--- config.mk ---
export PLATFORM = sky130hd
export DESIGN_NAME = rolling_hash_substring_search_top
export DESIGN_NICKNAME = d
export VERILOG_FILES = /design/src/rhs_pkg.sv /design/src/rolling_hash_substring_search_top.sv /design/src/rhs_front.sv /design/src/rhs_modred.sv /design/src/rhs_back.sv
export SDC_FILE = /design/constraint.sdc
export NUM_CORES = 2
export LEC_CHECK = 0
export BUFFER_PORTS_ARGS = -buffer_cell sky130_fd_sc_hd__buf_2
export CAP_MARGIN = 20
export CORE_MARGIN = 3
export CORE_UTILIZATION = 55
export CTS_BUF_LIST = sky130_fd_sc_hd__clkbuf_8 sky130_fd_sc_hd__clkbuf_16
export CTS_CLUSTER_DIAMETER = 50
export DETAILED_ROUTE_END_ITERATION = 7
export GPL_TIMING_DRIVEN = 0
export PLACE_DENSITY = 0.73
export SLEW_MARGIN = 20
export SYNTH_ARGS = -nofsm -noshare
export SYNTH_HDL_FRONTEND = slang
export SYNTH_SLANG_ARGS = --single-unit
--- constraint.sdc ---
create_clock -name clk -period 8.38 [get_ports clk]
set_input_delay 1.676 -clock clk [delete_from_list [all_inputs] [get_ports clk]]
set_output_delay 1.676 -clock clk [all_outputs]
set_load 0.02 [all_outputs]
--- src/rhs_pkg.sv ---
// Shared types and constants for the rolling-hash substring search block.
// Used by every module under src; depends on nothing else.
package rhs_pkg;

    localparam int LEN_W   = 6;
    localparam int MOD_W   = 31;
    localparam int PAT_W   = 256;
    localparam int CNT_W   = 25;
    localparam int FND_W   = 21;
    localparam int START_W = 20;
    localparam int IDX_W   = 3;

    localparam logic [LEN_W-1:0] LEN_RESET = 6'd1;
    localparam logic [MOD_W-1:0] MOD_RESET = 31'd101;
    localparam logic [MOD_W-1:0] MOD_MIN   = 31'd2;
    localparam logic [CNT_W-1:0] CNT_SAT   = 25'h1FFFFFF;
    localparam logic [FND_W-1:0] FND_SAT   = 21'h1FFFFF;

    typedef enum logic [IDX_W-1:0] {
        REG_LEN    = 3'd0,
        REG_MOD    = 3'd1,
        REG_WORD_0 = 3'd2,
        REG_WORD_1 = 3'd3,
        REG_WORD_2 = 3'd4,
        REG_WORD_3 = 3'd5
    } reg_idx_t;

    typedef enum logic [2:0] {
        OP_HOLD  = 3'd0,
        OP_LOAD  = 3'd1,
        OP_SHIFT = 3'd2,
        OP_ADD   = 3'd3,
        OP_SUBR  = 3'd4
    } red_op_t;

    typedef struct packed {
        logic [7:0] text_byte;
        logic       text_end;
    } item_t;

    typedef struct packed {
        logic [LEN_W-1:0] pattern_length;
        logic [MOD_W-1:0] hash_modulus;
        logic [PAT_W-1:0] pattern_bits;
    } cfg_t;

endpackage

--- src/rolling_hash_substring_search_top.sv ---
// Top level of the rolling-hash substring search: configuration registers, queue and back end.
// Depends on rhs_pkg, rhs_front and rhs_back.
//
//   channel   signals                      direction
//   input     in_valid/in_ready            text_byte, text_end in
//   output    out_valid/out_ready          one result per byte out
//   config    cfg_valid/cfg_ready          cfg_index, cfg_data in
//
// The first byte of a text first forms the pattern hash and the leading factor in the shared
// modular unit. A byte makes 8 hash shifts while the window fills; once it is full, the
// leading-byte product (16 unit steps) and a subtraction come before the 8 hash shifts.
// Reset is asynchronous and leaves the block idle; the configuration port never stalls.
// A stalled output holds the back end, while a two-entry queue accepts input until it is full.
module rolling_hash_substring_search_top
    import rhs_pkg::*;
#(
    parameter int PATTERN_MAX = 32,
    parameter int TEXT_MAX    = 1048576
)
(
    input  logic               clk,
    input  logic               rst_n,
    input  logic               in_valid,
    output logic               in_ready,
    input  logic [7:0]         text_byte,
    input  logic               text_end,
    output logic               out_valid,
    input  logic               out_ready,
    output logic               window_full,
    output logic               hash_hit,
    output logic               found,
    output logic [START_W-1:0] match_start,
    output logic [LEN_W-1:0]   compares_now,
    output logic [CNT_W-1:0]   compare_total,
    output logic [FND_W-1:0]   found_total,
    output logic               final_res,
    input  logic               cfg_valid,
    output logic               cfg_ready,
    input  logic [IDX_W-1:0]   cfg_index,
    input  logic [63:0]        cfg_data
);

    logic [LEN_W-1:0] len_reg;
    logic [MOD_W-1:0] mod_reg;
    logic [63:0]      word_reg [4];
    cfg_t             cfg;
    item_t            in_item;
    item_t            q_item;
    logic             q_valid;
    logic             q_pop;

    assign cfg_ready = 1'b1;

    always_ff @(posedge clk or negedge rst_n)
    begin
        if (!rst_n)
        begin
            len_reg <= LEN_RESET;
            mod_reg <= MOD_RESET;
            for (int i = 0; i < 4; i++)
            begin
                word_reg[i] <= '0;
            end
        end
        else if (cfg_valid && cfg_ready)
        begin
            case (cfg_index)
                REG_LEN:    len_reg     <= cfg_data[LEN_W-1:0];
                REG_MOD:    mod_reg     <= cfg_data[MOD_W-1:0];
                REG_WORD_0: word_reg[0] <= cfg_data;
                REG_WORD_1: word_reg[1] <= cfg_data;
                REG_WORD_2: word_reg[2] <= cfg_data;
                REG_WORD_3: word_reg[3] <= cfg_data;
                default:
                begin
                end
            endcase
        end
    end

    assign cfg.pattern_length = len_reg;
    assign cfg.hash_modulus   = mod_reg;
    assign cfg.pattern_bits   = {word_reg[3], word_reg[2], word_reg[1], word_reg[0]};

    assign in_item.text_byte = text_byte;
    assign in_item.text_end  = text_end;

    rhs_front u_front
    (
        .clk      (clk),
        .rst_n    (rst_n),
        .in_valid (in_valid),
        .in_ready (in_ready),
        .in_item  (in_item),
        .q_valid  (q_valid),
        .q_item   (q_item),
        .q_pop    (q_pop)
    );

    rhs_back #(
        .PATTERN_MAX (PATTERN_MAX),
        .TEXT_MAX    (TEXT_MAX)
    ) u_back
    (
        .clk           (clk),
        .rst_n         (rst_n),
        .cfg           (cfg),
        .q_valid       (q_valid),
        .q_item        (q_item),
        .q_pop         (q_pop),
        .out_valid     (out_valid),
        .out_ready     (out_ready),
        .window_full   (window_full),
        .hash_hit      (hash_hit),
        .found         (found),
        .match_start   (match_start),
        .compares_now  (compares_now),
        .compare_total (compare_total),
        .found_total   (found_total),
        .final_res     (final_res)
    );

`ifndef ASSERT_OFF
    // An exact match is only reported for a full window whose hash agreed.
    a_found_needs_hit: assert property (@(posedge clk) disable iff (!rst_n)
        out_valid |-> (!found || hash_hit) && (!hash_hit || window_full))
        else $error("found without hash hit or hit without full window");

    // Comparisons are only made on a hash hit, and at least one is made then.
    a_compares_on_hit: assert property (@(posedge clk) disable iff (!rst_n)
        out_valid |-> (hash_hit == (compares_now != '0)))
        else $error("compares_now does not agree with hash_hit");

    // A match compares every pattern byte, which is never more than the window size.
    a_compares_bound: assert property (@(posedge clk) disable iff (!rst_n)
        out_valid |-> (compares_now <= LEN_W'(PATTERN_MAX)))
        else $error("compares_now beyond the pattern size");
`endif

endmodule

--- src/rhs_front.sv ---
// Input side: a two-entry queue that accepts text bytes and hands them to the back end.
// Depends on rhs_pkg.
module rhs_front
    import rhs_pkg::*;
(
    input  logic  clk,
    input  logic  rst_n,
    input  logic  in_valid,
    output logic  in_ready,
    input  item_t in_item,
    output logic  q_valid,
    output item_t q_item,
    input  logic  q_pop
);

    item_t      slot_reg [2];
    logic       wr_ptr_reg;
    logic       wr_ptr_next;
    logic       rd_ptr_reg;
    logic       rd_ptr_next;
    logic [1:0] count_reg;
    logic [1:0] count_next;
    logic       push;
    logic       pop;

    assign in_ready = (count_reg != 2'd2);
    assign q_valid  = (count_reg != 2'd0);
    assign q_item   = slot_reg[rd_ptr_reg];
    assign push     = in_valid && in_ready;
    assign pop      = q_pop && q_valid;

    always_comb
    begin
        wr_ptr_next = push ? ~wr_ptr_reg : wr_ptr_reg;
        rd_ptr_next = pop ? ~rd_ptr_reg : rd_ptr_reg;
        count_next  = count_reg + {1'b0, push} - {1'b0, pop};
    end

    always_ff @(posedge clk or negedge rst_n)
    begin
        if (!rst_n)
        begin
            wr_ptr_reg <= 1'b0;
            rd_ptr_reg <= 1'b0;
            count_reg  <= 2'd0;
        end
        else
        begin
            wr_ptr_reg <= wr_ptr_next;
            rd_ptr_reg <= rd_ptr_next;
            count_reg  <= count_next;
        end
    end

    always_ff @(posedge clk)
    begin
        if (push)
        begin
            slot_reg[wr_ptr_reg] <= in_item;
        end
    end

endmodule

--- src/rhs_modred.sv ---
// Iterative modular unit: one load, shift-in, add or reverse-subtract modulo q per cycle.
// Depends on rhs_pkg.
module rhs_modred
    import rhs_pkg::*;
(
    input  logic             clk,
    input  logic             rst_n,
    input  red_op_t          op,
    input  logic             bit_in,
    input  logic [MOD_W-1:0] operand,
    input  logic [MOD_W-1:0] modulus,
    output logic [MOD_W-1:0] acc
);

    logic [MOD_W-1:0] acc_reg;
    logic [MOD_W-1:0] acc_next;
    logic [MOD_W:0]   dbl;
    logic [MOD_W:0]   sum;
    logic [MOD_W:0]   dif;
    logic [MOD_W:0]   q_ext;

    assign acc = acc_reg;

    always_comb
    begin
        q_ext = {1'b0, modulus};
        dbl   = {acc_reg, bit_in};
        sum   = {1'b0, acc_reg} + {1'b0, operand};
        // Both values are below q, so one correction brings the result into range.
        if (operand >= acc_reg)
        begin
            dif = {1'b0, operand} - {1'b0, acc_reg};
        end
        else
        begin
            dif = {1'b0, operand} + q_ext - {1'b0, acc_reg};
        end
        unique case (op)
            OP_LOAD:  acc_next = operand;
            OP_SHIFT: acc_next = (dbl >= q_ext) ? MOD_W'(dbl - q_ext) : dbl[MOD_W-1:0];
            OP_ADD:   acc_next = (sum >= q_ext) ? MOD_W'(sum - q_ext) : sum[MOD_W-1:0];
            OP_SUBR:  acc_next = dif[MOD_W-1:0];
            default:  acc_next = acc_reg;
        endcase
    end

    always_ff @(posedge clk or negedge rst_n)
    begin
        if (!rst_n)
        begin
            acc_reg <= '0;
        end
        else
        begin
            acc_reg <= acc_next;
        end
    end

endmodule

--- src/rhs_back.sv ---
// Back end: sequencer that opens a text, rolls the hash, checks the window and emits results.
// Depends on rhs_pkg and rhs_modred.
module rhs_back
    import rhs_pkg::*;
#(
    parameter int PATTERN_MAX = 32,
    parameter int TEXT_MAX    = 1048576
)
(
    input  logic               clk,
    input  logic               rst_n,
    input  cfg_t               cfg,
    input  logic               q_valid,
    input  item_t              q_item,
    output logic               q_pop,
    output logic               out_valid,
    input  logic               out_ready,
    output logic               window_full,
    output logic               hash_hit,
    output logic               found,
    output logic [START_W-1:0] match_start,
    output logic [LEN_W-1:0]   compares_now,
    output logic [CNT_W-1:0]   compare_total,
    output logic [FND_W-1:0]   found_total,
    output logic               final_res
);

    localparam int POS_W = $clog2(TEXT_MAX);
    localparam logic [POS_W-1:0] POS_LAST = POS_W'(TEXT_MAX - 1);

    typedef enum logic [11:0] {
        S_IDLE = 12'b0000_0000_0001,
        S_PREP = 12'b0000_0000_0010,
        S_TCAP = 12'b0000_0000_0100,
        S_LFAC = 12'b0000_0000_1000,
        S_LCAP = 12'b0000_0001_0000,
        S_PROC = 12'b0000_0010_0000,
        S_LEAD = 12'b0000_0100_0000,
        S_SUBT = 12'b0000_1000_0000,
        S_HSH  = 12'b0001_0000_0000,
        S_WUPD = 12'b0010_0000_0000,
        S_CHK  = 12'b0100_0000_0000,
        S_EMIT = 12'b1000_0000_0000
    } state_t;

    state_t           state_reg;
    state_t           state_next;
    logic [7:0]       k_reg;
    logic [7:0]       k_next;
    logic [LEN_W-1:0] m_reg;
    logic [MOD_W-1:0] q_reg;
    logic             open_reg;
    logic [MOD_W-1:0] wh_reg;
    logic [MOD_W-1:0] target_reg;
    logic [MOD_W-1:0] lf_reg;
    logic [LEN_W-1:0] fill_reg;
    logic [POS_W-1:0] pos_reg;
    logic [CNT_W-1:0] cc_reg;
    logic [FND_W-1:0] fc_reg;
    logic [7:0]       win_reg [PATTERN_MAX];

    logic               r_full_reg;
    logic               r_hit_reg;
    logic               r_fnd_reg;
    logic [START_W-1:0] r_start_reg;
    logic [LEN_W-1:0]   r_now_reg;

    logic               out_valid_reg;
    logic               full_reg;
    logic               hit_reg;
    logic               fnd_reg;
    logic [START_W-1:0] start_reg;
    logic [LEN_W-1:0]   now_reg;
    logic [CNT_W-1:0]   ctot_reg;
    logic [FND_W-1:0]   ftot_reg;
    logic               fin_reg;

    red_op_t          red_op;
    logic             red_bit;
    logic [MOD_W-1:0] red_operand;
    logic [MOD_W-1:0] red_acc;

    logic [LEN_W-1:0] m_new;
    logic [MOD_W-1:0] q_new;
    logic [8:0]       last_tgt;
    logic [8:0]       last_lf;
    logic             emit_go;
    logic             mism;
    logic [LEN_W-1:0] mism_idx;
    logic [LEN_W-1:0] now_c;
    logic             full_c;
    logic             hit_c;
    logic [30:0]      pos_w;
    logic [30:0]      mm1;
    logic [30:0]      start_c;
    logic [CNT_W:0]   cc_sum;

    rhs_modred u_modred
    (
        .clk     (clk),
        .rst_n   (rst_n),
        .op      (red_op),
        .bit_in  (red_bit),
        .operand (red_operand),
        .modulus (q_reg),
        .acc     (red_acc)
    );

    assign m_new    = (cfg.pattern_length > LEN_W'(PATTERN_MAX)) ? LEN_W'(PATTERN_MAX)
                                                                  : cfg.pattern_length;
    assign q_new    = (cfg.hash_modulus < MOD_MIN) ? MOD_MIN : cfg.hash_modulus;
    assign last_tgt = {m_reg[5:0], 3'b000} - 9'd1;
    assign last_lf  = {m_reg[5:0], 3'b000} - 9'd9;
    assign emit_go  = (state_reg == S_EMIT) && (!out_valid_reg || out_ready);
    assign q_pop    = emit_go;

    // Window check: first mismatching position among the pattern bytes in use.
    always_comb
    begin
        mism     = 1'b0;
        mism_idx = '0;
        for (int i = PATTERN_MAX - 1; i >= 0; i--)
        begin
            if ((LEN_W'(i) < m_reg) && (win_reg[i] != cfg.pattern_bits[8*i +: 8]))
            begin
                mism     = 1'b1;
                mism_idx = LEN_W'(i);
            end
        end
        full_c  = (m_reg != '0) && (fill_reg >= m_reg);
        hit_c   = full_c && (wh_reg == target_reg);
        now_c   = hit_c ? (mism ? mism_idx + LEN_W'(1) : m_reg) : '0;
        pos_w   = 31'(pos_reg);
        mm1     = 31'(m_reg) - 31'd1;
        start_c = (full_c && pos_w >= mm1) ? pos_w - mm1 : '0;
        cc_sum  = {1'b0, cc_reg} + (CNT_W+1)'(now_c);
    end

    always_comb
    begin
        state_next  = state_reg;
        k_next      = k_reg;
        red_op      = OP_HOLD;
        red_bit     = 1'b0;
        red_operand = '0;
        unique case (state_reg)
            S_IDLE:
            begin
                if (q_valid)
                begin
                    if (open_reg || m_new == '0)
                    begin
                        state_next = S_PROC;
                    end
                    else
                    begin
                        red_op     = OP_LOAD;
                        k_next     = '0;
                        state_next = S_PREP;
                    end
                end
            end
            S_PREP:
            begin
                red_op  = OP_SHIFT;
                red_bit = cfg.pattern_bits[{k_reg[7:3], ~k_reg[2:0]}];
                k_next  = k_reg + 8'd1;
                if ({1'b0, k_reg} == last_tgt)
                begin
                    state_next = S_TCAP;
                end
            end
            S_TCAP:
            begin
                red_op      = OP_LOAD;
                red_operand = MOD_W'(1);
                k_next      = '0;
                state_next  = (m_reg == LEN_W'(1)) ? S_LCAP : S_LFAC;
            end
            S_LFAC:
            begin
                red_op = OP_SHIFT;
                k_next = k_reg + 8'd1;
                if ({1'b0, k_reg} == last_lf)
                begin
                    state_next = S_LCAP;
                end
            end
            S_LCAP:
            begin
                state_next = S_PROC;
            end
            S_PROC:
            begin
                k_next = '0;
                if (m_reg == '0)
                begin
                    state_next = S_CHK;
                end
                else if (fill_reg < m_reg)
                begin
                    red_op      = OP_LOAD;
                    red_operand = wh_reg;
                    state_next  = S_HSH;
                end
                else
                begin
                    red_op     = OP_LOAD;
                    state_next = S_LEAD;
                end
            end
            S_LEAD:
            begin
                // Even steps double, odd steps add the leading factor when the bit is set.
                if (!k_reg[0])
                begin
                    red_op = OP_SHIFT;
                end
                else
                begin
                    red_op      = OP_ADD;
                    red_operand = win_reg[0][~k_reg[3:1]] ? lf_reg : '0;
                end
                k_next = k_reg + 8'd1;
                if (k_reg == 8'd15)
                begin
                    state_next = S_SUBT;
                end
            end
            S_SUBT:
            begin
                red_op      = OP_SUBR;
                red_operand = wh_reg;
                k_next      = '0;
                state_next  = S_HSH;
            end
            S_HSH:
            begin
                red_op  = OP_SHIFT;
                red_bit = q_item.text_byte[~k_reg[2:0]];
                k_next  = k_reg + 8'd1;
                if (k_reg == 8'd7)
                begin
                    state_next = S_WUPD;
                end
            end
            S_WUPD:
            begin
                state_next = S_CHK;
            end
            S_CHK:
            begin
                state_next = S_EMIT;
            end
            S_EMIT:
            begin
                if (emit_go)
                begin
                    state_next = S_IDLE;
                end
            end
            default:
            begin
                state_next = S_IDLE;
            end
        endcase
    end

    always_ff @(posedge clk or negedge rst_n)
    begin
        if (!rst_n)
        begin
            state_reg     <= S_IDLE;
            k_reg         <= '0;
            m_reg         <= LEN_RESET;
            q_reg         <= MOD_RESET;
            open_reg      <= 1'b0;
            wh_reg        <= '0;
            target_reg    <= '0;
            lf_reg        <= MOD_W'(1);
            fill_reg      <= '0;
            pos_reg       <= '0;
            cc_reg        <= '0;
            fc_reg        <= '0;
            out_valid_reg <= 1'b0;
        end
        else
        begin
            state_reg <= state_next;
            k_reg     <= k_next;
            if (out_valid_reg && out_ready && !emit_go)
            begin
                out_valid_reg <= 1'b0;
            end
            unique case (state_reg)
                S_IDLE:
                begin
                    if (q_valid && !open_reg)
                    begin
                        m_reg <= m_new;
                        q_reg <= q_new;
                        if (m_new == '0)
                        begin
                            target_reg <= '0;
                            lf_reg     <= MOD_W'(1);
                            open_reg   <= 1'b1;
                        end
                    end
                end
                S_TCAP:
                begin
                    target_reg <= red_acc;
                end
                S_LCAP:
                begin
                    lf_reg   <= red_acc;
                    open_reg <= 1'b1;
                end
                S_WUPD:
                begin
                    wh_reg <= red_acc;
                    if (fill_reg < m_reg)
                    begin
                        fill_reg <= fill_reg + LEN_W'(1);
                    end
                end
                S_CHK:
                begin
                    if (hit_c)
                    begin
                        cc_reg <= (cc_sum > (CNT_W+1)'(CNT_SAT)) ? CNT_SAT : cc_sum[CNT_W-1:0];
                        if (!mism && fc_reg != FND_SAT)
                        begin
                            fc_reg <= fc_reg + FND_W'(1);
                        end
                    end
                end
                S_EMIT:
                begin
                    if (emit_go)
                    begin
                        out_valid_reg <= 1'b1;
                        if (q_item.text_end)
                        begin
                            open_reg <= 1'b0;
                            wh_reg   <= '0;
                            fill_reg <= '0;
                            pos_reg  <= '0;
                            cc_reg   <= '0;
                            fc_reg   <= '0;
                        end
                        else if (pos_reg < POS_LAST)
                        begin
                            pos_reg <= pos_reg + POS_W'(1);
                        end
                    end
                end
                default:
                begin
                end
            endcase
        end
    end

    // Window bytes: filled in order, then shifted down by one with the new byte at the end.
    always_ff @(posedge clk)
    begin
        if (state_reg == S_WUPD)
        begin
            for (int i = 0; i < PATTERN_MAX; i++)
            begin
                if (fill_reg < m_reg)
                begin
                    if (LEN_W'(i) == fill_reg)
                    begin
                        win_reg[i] <= q_item.text_byte;
                    end
                end
                else if (LEN_W'(i) == m_reg - LEN_W'(1))
                begin
                    win_reg[i] <= q_item.text_byte;
                end
                else if (i < PATTERN_MAX - 1)
                begin
                    win_reg[i] <= win_reg[(i + 1) % PATTERN_MAX];
                end
            end
        end
    end

    always_ff @(posedge clk)
    begin
        if (state_reg == S_CHK)
        begin
            r_full_reg  <= full_c;
            r_hit_reg   <= hit_c;
            r_fnd_reg   <= hit_c && !mism;
            r_start_reg <= start_c[START_W-1:0];
            r_now_reg   <= now_c;
        end
        if (emit_go)
        begin
            full_reg  <= r_full_reg;
            hit_reg   <= r_hit_reg;
            fnd_reg   <= r_fnd_reg;
            start_reg <= r_start_reg;
            now_reg   <= r_now_reg;
            ctot_reg  <= cc_reg;
            ftot_reg  <= fc_reg;
            fin_reg   <= q_item.text_end;
        end
    end

    assign out_valid     = out_valid_reg;
    assign window_full   = full_reg;
    assign hash_hit      = hit_reg;
    assign found         = fnd_reg;
    assign match_start   = start_reg;
    assign compares_now  = now_reg;
    assign compare_total = ctot_reg;
    assign found_total   = ftot_reg;
    assign final_res     = fin_reg;

endmodule

==> key figures <==
Outcome
  – Status: completed

Power
  – LEAKAGE: between 20 and 30 nW
  – Peak VDD IR: 0.208 mV
  – Power Dens Cells: 386 nW/um^2

Synth
  – Yosys top cell area share: 0.248
  – Post-synth EDFFs: 379
  – Async S/R FF share, synth: 0.593
  – Ys Warns: 0
  – Top post-synthesis cells by area: dfrtp_1 (25%), edfxtp_1 (21%), mux2_2 (6.2%)
  – Most frequent cells after synthesis: a21oi_1 (556), dfrtp_1 (540), nor2_1 (527)
  – Post-synth cell types: 95
  – Most instantiated library cell after synthesis: a21oi_1
  – Sequential share of the synthesized area: 0.462
  – Area leader, netlist: dfrtp_1
  – Area of the mapped netlist: about 55000 um^2
  – Flops & latches, synth: 931
  – Syn nets: ~5600
  – Syn Area/Cell: a little over 10 um^2
  – Synthesized netlist cell count: 5273
  – Top_reg_cell synth: dfrtp_1

Global route
  – First-pass GRT wire length: 279000 um
  – Initial antenna violation count: 8
  – Number of global-route vias before repair: between 40000 and 50000
  – Total global routing overflow: 0
  – GRT Overall Usage: 0.367
  – Largest net degree at the start of global routing: 99

Worst setup path
  – CP endpoint kind: register
  – Critical path data required time: 8.92 ns
  – Slowest library cell on the worst path: buf_1
  – CP Max Fanout: 10
  – Startpoint types: register
  – Worst path max stage delay: 0.87 ns
  – Worst-path cell chain: clkbuf_4 -> buf_1 -> buf_1 -> mux4_2 -> mux2i_1 -> a22oi_1 -> and3_1 -> mux4_2 -> a21oi_2 -> ha_1 -> inv_1 -> fa_1 -> a211oi_1 -> o21ai_0 -> nand3b_1 -> a211oi_1 -> o31ai_1 -> a31oi_2 -> clkbuf_1 -> inv_1 -> nor2_1 -> a211oi_1 -> a22oi_1
  – CP most frequent cell: a211oi_1
  – Worst Path Arrival: between 8 and 9 ns
  – Setup CP Type: register to register

Routing
  – Top layer in use: met5
  – Met2 wire length: 84800 um
  – Final ANT Viol Nets: 0
  – Met3 WL post-DR: 20700 um
  – Met1 WL: 71000 um
  – Total number of vias: ~45000
  – Post-Route WL: about 190000 um
  – First-pass DRT Iterations: 6
  – DRT iter0 DRCs: slightly below 6000
  – Wire length per cell: 27.5 um
  – Drt via density: about 6.5
  – DRC viols: 0

Timing
  – Final hold slack: 0.416 ns
  – Slew HR: 0.128
  – Achievable frequency: 121 MHz
  – Final Hold Vio Count: 0
  – Skew final: around 0.044 ns
  – Final setup margin: 0.124 ns
  – RSZ-0062 raised after global routing: false
  – Period utilisation layout: 0.985
  – Shortest period the worst path allows: 8.26 ns
  – Final count of pins violating max slew: 0
  – Final setup viols: 0
  – Slew @ Worst Pin: about 1.3 ns

Place
  – Port buffer count: 156
  – Placed cells: 6719
  – Placement Setup Slack: -2.57 ns
  – GP Congestion: 1.05
  – Final HPWL DP: 145000 um

CTS
  – Worst-Skew Late Latency: 0.73 ns
  – CTS buffer count: 109
  – CTS Sinks: 931
  – Clock Path Buffers: 3
  – Hold buffers post-CTS: 0
  – CTS clock-pin slew for the worst setup and hold paths: 0.06 ns
  – CTS tree: yes
  – Root Buffer: clkbuf_16
  – H-tree depth: 3

Floorplanning
  – Core ar.: 97600 um^2
  – Die ar.: 103000 um^2
  – Initial Utilization: 0.560
  – Rows: 114
  – Die width: 321 um
  – IO Count: 160
  – Die H: 321 um

Run
  – Maxcap violations: 0

Finish
  – # nets final: 5888
  – Layout cell share with drive strength beyond 1: 0.159
  – P&R area growth vs syn: 12.7%
  – Final Non-Filler Cells: 6941

Min path
  – HP Class: register to register
## cell families (layout without fill, tap and decap cells)
| logic type | count (synthesis) | after routing | share of synthesized area |
|---|---|---|---|
| and+or+nand+nor | 1406 | 1406 | 0.121 |
| muxes | 423 | 423 | 0.103 |
| adders and majority gates | 241 | 241 | 0.0602 |
| buffers and inverters | 510 | 900 | 0.0364 |
| other | 1 | 3 | 0.0000687 |
| AOI/OAI and AO/OA | 1293 | 1293 | 0.143 |
| DFF | 931 | 931 | 0.462 |
| xor gates and xnor gates | 468 | 468 | 0.0751 |
## repair_timing
action / CTS / global route
endpoints found under the setup margin: 31 / 31
setup buffers: 8 / 8
endpoints found under the hold margin: 0 / 0
pin swaps: 3 / 6
resized for setup: 57 / 31
## worst paths after layout
check,cells past startpoint,end,slack [ns],startpoint
max,23,u_back.u_modred.acc[29],0.12,u_back.k_reg[1]
min,0,u_back.match_start[15],0.42,u_back.r_start_reg[15]
max reg2reg,23,u_back.u_modred.acc[29],0.12,u_back.k_reg[1]
min reg2reg,0,u_back.match_start[15],0.42,u_back.r_start_reg[15]
max in group asynchronous,5,u_back.u_modred.acc[1],5.31,rst_n
min in group asynchronous,1,cfg[156],0.91,rst_n
## report_power, final
part | switching [mW] | internal, mW
Sequential | 0.817 | 5.66
Combinational | 7.68 | 4.63
Clock | 2.13 | 2.85
Total | 10.6 | 13.1
## through the flow
stage | TNS (ns) | total power [mW] | utilization | area, um^2
after floorplan | 0 | 14.4 | - | 54600
after global placement | -3396.53 | 17.9 | 0.584 | 57000
after detailed placement | -74.78 | 18.1 | 0.587 | 57300
after CTS | 0 | 23.3 | 0.629 | 61300
after global routing | 0 | 24.9 | 0.631 | 61500
final | 0 | 23.8 | 0.631 | 61500
## critical path: cells and delay by family, from the launching register on
kind                     cells  cell delay, ns
AND/OR/NAND/NOR              3            0.57
AO/OA/AOI/OAI                9            2.30
multiplexers                 3            1.35
flip-flops                   1            0.38
adder cells (fa/ha/maj)      2            0.63
buffers and inverters        6            2.83
## metal layers
metal | GRT usage | vias to the layer above
met5 | 0 | -
met4 | 0.232 | 2
met3 | 0.0842 | 727
met2 | 0.568 | 2785
met1 | 0.468 | 22100
li1 | - | 19700
## cell usage in the layout, fill, tap and decap left out, types with 36 or more instances in the layout
| cell | n |
|---|---|
| buf_2 | 171 |
| nor4_1 | 75 |
| edfxtp_1 | 379 |
| dfrtp_1 | 539 |
| ha_1 | 204 |
| nor2_1 | 524 |
| nand3_1 | 138 |
| mux4_2 | 82 |
| nand4_1 | 60 |
| clkbuf_1 | 187 |
| inv_1 | 257 |
| mux2i_1 | 36 |
| nand2_1 | 312 |
| a22o_1 | 36 |
| nor3_1 | 63 |
| a22oi_1 | 47 |
| fa_1 | 36 |
| a21oi_1 | 552 |
| xnor2_1 | 225 |
| mux2_2 | 301 |
| a21o_1 | 69 |
| o21ai_0 | 270 |
| clkbuf_16 | 112 |
| xor2_1 | 242 |
## cell type report
class                   instances  area (um^2)
inverters                     257          975
flip-flops and latches        931        25200
well taps                    1276         1600
fillers                      7903        36000
plain buffers                 248         1100
multi-input cells            3832        27700
repair buffers                187         1170
clock inverters                88          902
diodes                          2         5.00
clock buffers                 120         2910
No activity file was read; power rests on OpenSTA's default activity.
